`src/hdl/ddo_pkg.sv`:
```
// Package for the differential drive odometry block: constants, arctangent table.
// No dependencies.
package ddo_pkg;
	localparam int ANGLE_BITS_DEF = 16;
	localparam int POS_FRAC_DEF = 16;
	localparam int CORDIC_ITER_DEF = 16;
	localparam logic [15:0] MPS_RESET = 16'd8454;
	localparam logic [15:0] WB_RESET = 16'd13440;
	localparam logic [29:0] INV_TWO_PI_Q32 = 30'd683565276;
	localparam logic [19:0] GAIN_INV_Q20 = 20'd636751;
	localparam logic CFG_MPS = 1'b0;
	localparam logic CFG_WB = 1'b1;

	function automatic logic [31:0] atan_turns(input logic [4:0] i);
		logic [31:0] r;
		begin
			case (i)
				5'd0: r = 32'h20000000;
				5'd1: r = 32'h12E4051E;
				5'd2: r = 32'h09FB385B;
				5'd3: r = 32'h051111D4;
				5'd4: r = 32'h028B0D43;
				5'd5: r = 32'h0145D7E1;
				5'd6: r = 32'h00A2F61E;
				5'd7: r = 32'h00517C55;
				5'd8: r = 32'h0028BE53;
				5'd9: r = 32'h00145F2F;
				5'd10: r = 32'h000A2F98;
				5'd11: r = 32'h000517CC;
				5'd12: r = 32'h00028BE6;
				5'd13: r = 32'h000145F3;
				5'd14: r = 32'h0000A2FA;
				5'd15: r = 32'h0000517D;
				5'd16: r = 32'h000028BE;
				5'd17: r = 32'h0000145F;
				5'd18: r = 32'h00000A30;
				5'd19: r = 32'h00000518;
				5'd20: r = 32'h0000028C;
				5'd21: r = 32'h00000146;
				5'd22: r = 32'h000000A3;
				5'd23: r = 32'h00000051;
				default: r = 32'h0;
			endcase
			return r;
		end
	endfunction
endpackage

```
`src/hdl/differential_drive_odometry.sv`:
```
// Differential drive odometry top level: sequencer, divider and CORDIC datapath.
// Depends on ddo_pkg.
//
// Dead-reckoning pose update. Each transfer on the input channel carries the
// current left and right encoder counts. The block takes the wrapped step
// differences and scales them by mm_per_step. It divides the wheel travel
// difference by wheel_base to get the heading change, using a restoring divider
// that makes one quotient bit a cycle. It then rotates the distance by the
// heading plus half the change, using a shared CORDIC stage that does one
// micro-rotation a cycle, and adds the result to the position. One shared
// multiplier (at most 34 x 31 bits at defaults) serves every product over
// successive states. One result transfer follows each input transfer.
// Most of an item's work lies in the division loop and the CORDIC loop. The
// block takes no new transfer until the current item has been committed and
// the sequencer is back in idle. in_stall is high while an item is in work.
// A finished pose waits in the output registers, so the next item can start.
// Its commit holds only while the previous pose has not been taken.
// Configuration writes must happen while idle.
module differential_drive_odometry #(
	parameter int ANGLE_BITS = ddo_pkg::ANGLE_BITS_DEF,
	parameter int POSITION_FRACTION_BITS = ddo_pkg::POS_FRAC_DEF,
	parameter int CORDIC_ITERATIONS = ddo_pkg::CORDIC_ITER_DEF
) (
	input  logic        clk,
	input  logic        arst_n,
	input  logic        cfg_we,
	input  logic        cfg_index,
	input  logic [15:0] cfg_data,
	input  logic        in_valid,
	output logic        in_stall,
	input  logic [15:0] left_count,
	input  logic [15:0] right_count,
	output logic        out_valid,
	input  logic        out_stall,
	output logic signed [31:0] pose_x,
	output logic signed [31:0] pose_y,
	output logic [15:0] pose_heading
);
	localparam int NW = 66;   // numerator magnitude: 17+16+30 bits, plus margin
	localparam int DW = 16 + 40 - ANGLE_BITS + 1;
	localparam int XW = POSITION_FRACTION_BITS + 18;   // CORDIC width
	localparam int MA = (XW > 33) ? XW : 33;           // multiplier operand a
	localparam int MP = MA + 31;                       // multiplier product
	localparam int ITW = $clog2(NW + 1);

	typedef enum logic [7:0] {
		ST_IDLE = 8'b00000001,
		ST_MUL1 = 8'b00000010,
		ST_MUL2 = 8'b00000100,
		ST_MUL3 = 8'b00001000,
		ST_DIV  = 8'b00010000,
		ST_PREP = 8'b00100000,
		ST_ROT  = 8'b01000000,
		ST_GAIN = 8'b10000000
	} state_t;

	state_t state_q;
	logic [15:0] mps_q, wb_q;
	logic [31:0] pos_x_q, pos_y_q;
	logic [ANGLE_BITS-1:0] head_q;
	logic [15:0] prev_l_q, prev_r_q;
	logic signed [17:0] sum_q, dif_q;
	logic signed [XW-1:0] dist_q;
	logic [NW-1:0] num_q, quo_q;
	logic [DW-1:0] rem_q;
	logic neg_q;
	logic [ITW-1:0] cnt_q;
	logic signed [XW-1:0] x_q, y_q;
	logic signed [33:0] z_q;
	logic signed [ANGLE_BITS:0] delta_q;
	logic out_valid_q;
	logic gsel_q;
	logic [31:0] out_x_q, out_y_q;
	logic [15:0] out_h_q;

	// shared multiplier operands
	logic signed [MA-1:0] mul_a;
	logic signed [30:0] mul_b;
	logic signed [MP-1:0] mul_p;
	assign mul_p = mul_a * mul_b;

	logic [DW-1:0] divisor;
	assign divisor = {1'b0, (wb_q == 16'd0) ? 16'd1 : wb_q, {(40 - ANGLE_BITS){1'b0}}};

	logic [DW:0] rem_sh;
	logic [DW:0] rem_sub;
	assign rem_sh = {rem_q, num_q[NW-1]};
	assign rem_sub = rem_sh - {1'b0, divisor};

	logic signed [ANGLE_BITS:0] quo_s;
	assign quo_s = neg_q ? -$signed(quo_q[ANGLE_BITS:0]) : $signed(quo_q[ANGLE_BITS:0]);

	logic [ANGLE_BITS-1:0] ang_sum;
	logic [31:0] ang32;
	assign ang_sum = head_q + quo_s[ANGLE_BITS:1];
	assign ang32 = {ang_sum, {(32 - ANGLE_BITS){1'b0}}};

	logic [4:0] it;
	logic signed [XW-1:0] xs, ys;
	assign it = cnt_q[4:0];
	assign xs = x_q >>> it;
	assign ys = y_q >>> it;

	always_comb begin
		mul_a = '0;
		mul_b = '0;
		unique case (state_q)
			ST_MUL1: begin
				mul_a = MA'(sum_q);
				mul_b = 31'({1'b0, mps_q});
			end
			ST_MUL2: begin
				mul_a = MA'(dif_q);
				mul_b = 31'({1'b0, mps_q});
			end
			ST_MUL3: begin
				mul_a = MA'({1'b0, num_q[31:0]});
				mul_b = 31'({1'b0, ddo_pkg::INV_TWO_PI_Q32});
			end
			ST_GAIN: begin
				mul_a = MA'(gsel_q ? y_q : x_q);
				mul_b = 31'({1'b0, ddo_pkg::GAIN_INV_Q20});
			end
			default: ;
		endcase
	end

	logic signed [MP-1:0] absn;
	assign absn = mul_p[MP-1] ? -mul_p : mul_p;
	logic [31:0] gshift;
	assign gshift = mul_p[51:20];

	logic [ANGLE_BITS-1:0] head_nx;
	assign head_nx = head_q + delta_q[ANGLE_BITS-1:0];

	// commit the pose once the previous one has been taken
	logic commit;
	assign commit = (state_q == ST_GAIN) && gsel_q && (!out_valid_q || !out_stall);

	always_ff @(posedge clk or negedge arst_n) begin
		if (!arst_n) begin
			state_q <= ST_IDLE;
			mps_q <= ddo_pkg::MPS_RESET;
			wb_q <= ddo_pkg::WB_RESET;
			pos_x_q <= '0;
			pos_y_q <= '0;
			head_q <= '0;
			prev_l_q <= '0;
			prev_r_q <= '0;
			out_valid_q <= 1'b0;
			out_x_q <= '0;
			out_y_q <= '0;
			out_h_q <= '0;
		end else begin
			if (cfg_we) begin
				unique case (cfg_index)
					ddo_pkg::CFG_MPS: mps_q <= cfg_data;
					ddo_pkg::CFG_WB: wb_q <= cfg_data;
				endcase
			end
			if (commit) out_valid_q <= 1'b1;
			else if (out_valid_q && !out_stall) out_valid_q <= 1'b0;
			unique case (state_q)
				ST_IDLE: begin
					if (in_valid && !in_stall) begin
						// form signed wrapped step differences
						sum_q <= 18'($signed(16'(left_count - prev_l_q)))
							+ 18'($signed(16'(right_count - prev_r_q)));
						dif_q <= 18'($signed(16'(right_count - prev_r_q)))
							- 18'($signed(16'(left_count - prev_l_q)));
						prev_l_q <= left_count;
						prev_r_q <= right_count;
						state_q <= ST_MUL1;
					end
				end
				ST_MUL1: begin
					// floor((dl+dr)*mps*2^P / 2^17)
					dist_q <= XW'((mul_p <<< POSITION_FRACTION_BITS) >>> 17);
					state_q <= ST_MUL2;
				end
				ST_MUL2: begin
					// keep sign and magnitude of (dr-dl)*mps
					neg_q <= mul_p[MP-1];
					num_q <= NW'(absn);
					state_q <= ST_MUL3;
				end
				ST_MUL3: begin
					num_q <= NW'(mul_p);
					rem_q <= '0;
					quo_q <= '0;
					cnt_q <= '0;
					state_q <= ST_DIV;
				end
				ST_DIV: begin
					// one quotient bit a cycle
					if (!rem_sub[DW]) begin
						rem_q <= rem_sub[DW-1:0];
						quo_q <= {quo_q[NW-2:0], 1'b1};
					end else begin
						rem_q <= rem_sh[DW-1:0];
						quo_q <= {quo_q[NW-2:0], 1'b0};
					end
					num_q <= {num_q[NW-2:0], 1'b0};
					cnt_q <= cnt_q + 1'b1;
					if (cnt_q == ITW'(NW - 1)) state_q <= ST_PREP;
				end
				ST_PREP: begin
					// fold the angle into the right half plane
					delta_q <= quo_s;
					y_q <= '0;
					cnt_q <= '0;
					if ($signed(ang32) > 32'sh40000000) begin
						x_q <= -dist_q;
						z_q <= 34'($signed(ang32)) - 34'sh80000000;
					end else if ($signed(ang32) < -32'sh40000000) begin
						x_q <= -dist_q;
						z_q <= 34'($signed(ang32)) + 34'sh80000000;
					end else begin
						x_q <= dist_q;
						z_q <= 34'($signed(ang32));
					end
					state_q <= ST_ROT;
				end
				ST_ROT: begin
					if (!z_q[33]) begin
						x_q <= x_q - ys;
						y_q <= y_q + xs;
						z_q <= z_q - 34'(ddo_pkg::atan_turns(it));
					end else begin
						x_q <= x_q + ys;
						y_q <= y_q - xs;
						z_q <= z_q + 34'(ddo_pkg::atan_turns(it));
					end
					cnt_q <= cnt_q + 1'b1;
					gsel_q <= 1'b0;
					if (cnt_q == ITW'(CORDIC_ITERATIONS - 1)) state_q <= ST_GAIN;
				end
				ST_GAIN: begin
					// apply gain to x, then y; hold until the output register is free
					if (!gsel_q) begin
						pos_x_q <= pos_x_q + gshift;
						gsel_q <= 1'b1;
					end else if (commit) begin
						pos_y_q <= pos_y_q + gshift;
						head_q <= head_nx;
						out_x_q <= pos_x_q;
						out_y_q <= pos_y_q + gshift;
						out_h_q <= 16'({head_nx, 16'h0} >> ANGLE_BITS);
						state_q <= ST_IDLE;
					end
				end
				default: state_q <= ST_IDLE;
			endcase
		end
	end

	assign in_stall = (state_q != ST_IDLE);
	assign out_valid = out_valid_q;
	assign pose_x = $signed(out_x_q);
	assign pose_y = $signed(out_y_q);
	assign pose_heading = out_h_q;

	a_onehot: assert property (@(posedge clk) disable iff (!arst_n) $onehot(state_q))
		else $error("state not one-hot");
	a_accept_idle: assert property (@(posedge clk) disable iff (!arst_n)
		(in_valid && !in_stall) |=> state_q == ST_MUL1)
		else $error("accepted item did not start");
	a_result: assert property (@(posedge clk) disable iff (!arst_n)
		$rose(out_valid_q) |-> $past(state_q) == ST_GAIN)
		else $error("result without finished item");
endmodule
```
`config.mk`:
```
export PLATFORM = sky130hd
export DESIGN_NAME = differential_drive_odometry
export DESIGN_NICKNAME = d
export VERILOG_FILES = /design/src/hdl/ddo_pkg.sv /design/src/hdl/differential_drive_odometry.sv
export SDC_FILE = /design/constraint.sdc
export NUM_CORES = 2
export LEC_CHECK = 0
export ABC_CLOCK_PERIOD_IN_PS = 11280
export BUFFER_PORTS_ARGS = -buffer_cell sky130_fd_sc_hd__buf_4
export CORE_ASPECT_RATIO = 0.5
export CORE_MARGIN = 1.5
export CORE_UTILIZATION = 55
export CTS_BUF_LIST = sky130_fd_sc_hd__clkbuf_8 sky130_fd_sc_hd__clkbuf_16
export DETAILED_ROUTE_END_ITERATION = 6
export GPL_ROUTABILITY_DRIVEN = 0
export PLACE_DENSITY_LB_ADDON = 0.2
export SLEW_MARGIN = 20
export SYNTH_ARGS = -nofsm -noshare
export SYNTH_HDL_FRONTEND = slang
export SYNTH_SLANG_ARGS = --single-unit
```
`constraint.sdc`:
```
create_clock -name clk -period 11.28 [get_ports clk]
set_clock_uncertainty 0.05 [all_clocks]
set_input_delay 1.692 -clock clk [delete_from_list [all_inputs] [get_ports clk]]
set_output_delay 1.692 -clock clk [all_outputs]
set_load 0.05 [all_outputs]
```
==> flow_summary.json <==
{
  "hold_viol": 0,
  "synth_edf_count": 318,
  "start_util_pct": 55.8,
  "syn_inst": 7713,
  "ys_ff_latch": 533,
  "cpPeakStageDelay_ps": 650,
  "synthAdderAreaFrac_pct": 33.9,
  "fillers": 10400,
  "arrival_ps": 11750,
  "cts_root_buf": "clkbuf_16",
  "port_buffers": 135,
  "leakagePower_nw": 39.3,
  "fp-row-count": 92,
  "clock_latency_ps": 710,
  "finalSetupViolCount": 1,
  "dpl.cell_count": 10100,
  "ys_seq_area_share_pct": 20.9,
  "cp_data_required_time_ps": 11750,
  "async_flop_share_pct": 34.7,
  "grt_usage_pct": 34.9,
  "coreArea_um2": 127000,
  "worst_path_max_delay_cell": "a21oi_1",
  "die_height_um": 257,
  "ir_worst_vdd_v": 0.000658,
  "hold_path.class": "reg2reg",
  "drt-wirelength-per-cell_um": 22.3,
  "grt_max_degree": 94,
  "cp_max_fo": 9,
  "final_common_cell": "inv_1",
  "synth_compound_area_share_pct": 12.9,
  "synth_top_area_cell": "fa_1",
  "cts_tree": "yes",
  "muxShareOfSynthArea_pct": 5.50,
  "worst_pin_slew_ps": 1190,
  "synth-xor-area-share_pct": 5.56,
  "synthTopCellsByArea": "fa_1, edfxtp_1, ha_1",
  "multi_input_area_um2": 51700,
  "vias": 60500,
  "netlist-cell-type-count": 102,
  "cts-hold-fix-buffers": 0,
  "holdWs_ps": 428,
  "ioPinCount": 136,
  "yosys_warnings": 0,
  "fin_cells": 10200,
  "end_kind": "register",
  "htreeDepth": 2,
  "cts_sinks": 533,
  "drv_cap": 0,
  "route.detailed.drc": 1,
  "overflow": 0,
  "violations": "design-rule violations, negative setup slack",
  "fin_crit_ps": 11280,
  "seq_area_um2": 14800,
  "synth_top_area_share_pct": 25.0,
  "die_x_um": 510,
  "path_common_cell": "fa_1",
  "pre_cts_ws_ps": -415,
  "clk_pin_slew_worst_paths_ps": 70,
  "wl_mm": 229,
  "first_global_vias": 58500,
  "critPathKind": "reg2reg",
  "power.density_nw_per_um2": 294,
  "postRouteAntennaNets": 0,
  "clockBufferDepth": 3,
  "ys.flop_type": "edfxtp_1",
  "synth_area_um2": 70800,
  "yosys.area_share.simple_pct": 13.7,
  "finalCritPeriodShare_pct": 100,
  "layout.cells.most_common_list": "inv_1, buf_4, fa_1, nand2_1, nor2_1",
  "fmax_ghz": 0.0886,
  "syn_avg_cell_area_um2": 9.18,
  "first_iter_violations": 6341,
  "fin_util_pct": 65.2,
  "nNetsFinal": 9924,
  "status": "finished, violations left",
  "via_per_inst": 5.91,
  "slew-limit-headroom_pct": 19.8,
  "syn2layout_area_growth_pct": 16.8,
  "layout_setup_ws_ps": -1.54,
  "drtPass1Iterations": 7,
  "cts_buffers": 54,
  "rsz0062_at_grt": "true",
  "worstSetupStartpointType": "register",
  "grt_pass1_wl_mm": 348,
  "antenna_found_initial": 14,
  "dp_hpwl_mm": 189,
  "synth_top_family_by_area": "adder cells",
  "slew_violations": 0,
  "drive_gt1_share_pct": 17.7,
  "die-area_um2": 131000
}
==> critical path, delay by kind of cell (launching register included) <==
family / cells / cell delay (ps)
flip-flops: 1 / 530
XOR/XNOR: 1 / 170
AO/OA/AOI/OAI: 16 / 3580
adder cells (fa/ha/maj): 10 / 4710
buffers and inverters: 8 / 950
AND/OR/NAND/NOR: 6 / 1090
==> final timing paths <==
check                           start         end  slack [ps]  depth (start not counted)
hold reg to reg             pose_x[9]   pose_x[9]         430                          2
setup reg to reg           state_q[0]  pose_y[28]          -2                         41
max in group asynchronous      arst_n  head_q[10]        8970                          3
min in group asynchronous      arst_n  pose_x[26]         830                          1
hold / removal              pose_x[9]   pose_x[9]         430                          2
setup / recovery           state_q[0]  pose_y[28]          -2                         41
==> registers in the layout, indices dropped and copies added, names as in the netlist, 7 cells and up, named ones only <==
signal and flops:
pose_x 32, pose_y 32, x_q 34, cnt_q 7, rem_q 41, wb_q 16, sum_q 17, prev_l_q 16
y_q 34, num_q 66, prev_r_q 16, pos_x_q 32, dif_q 16, delta_q 16, quo_q 17, z_q 34
dist_q 34, head_q 16, mps_q 16, state_q 8
==> power by group <==
group | internal [mW] | switching (mW) | leakage (nW)
logic | 8.07 | 11.0 | 32.8
registers | 3.04 | 0.193 | 5.58
clock network | 1.07 | 0.939 | 0.898
==> metrics by stage <==
step	power, mW	TNS [ps]	cell area [µm²]
2_1_floorplan	13.8	-95.0	70900
3_3_place_gp	20.9	-2420	79600
3_5_place_dp	21.2	-3550	79600
4_1_cts	23.4	-1.44	81900
5_1_grt	25.9	-2730	82700
6_report	24.3	-1.54	82700
==> cell type report <==
class	instances	share of cell area, %
Clock buffer	55	1.65
Multi-Input combinational cell	5777	62.6
Timing Repair Buffer	985	9.50
Sequential cell	533	17.9
Tap cell	1692	2.56
Clock inverter	47	0.666
Inverter	1133	5.14
Antenna cell	14	0.0424
==> routing by layer <==
layer  vias up  track usage, %  part of all wire, %
met5         -           0.256                0.047
met4        12            11.8                  4.2
met3       530            14.9                   15
met2      3161            47.4                   39
met1     29500            49.5                   42
li1      27200               -                    -
==> synthesized netlist by cell type, types with 121 or more instances <==
master	number
inv_1	1129
fa_1	886
nand2_1	862
nor2_1	725
ha_1	500
o21ai_0	423
a21oi_1	408
edfxtp_1	318
xnor2_1	253
clkbuf_1	243
xor2_1	197
dfrtp_1	176
a21o_1	121
==> repair_timing <==
| item | in CTS | in global routing |
|---|---|---|
| pin swaps | 8 | 31 |
| hold endpoints to repair | 0 | 0 |
| gates resized for setup | 49 | 160 |
| cloned | 1 | 2 |
| setup endpoints to repair | 55 | 88 |
| setup buffers | 16 | 17 |
==> logic make-up after synthesis <==
kind of cell / count (synthesis)
buf+inv: 1423
compound gates: 1456
xor+xnor: 450
flops: 533
other cells: 2
mux: 273
fa+ha+maj: 1386
simple gates: 2190
Power figures use the tool's default switching activity.
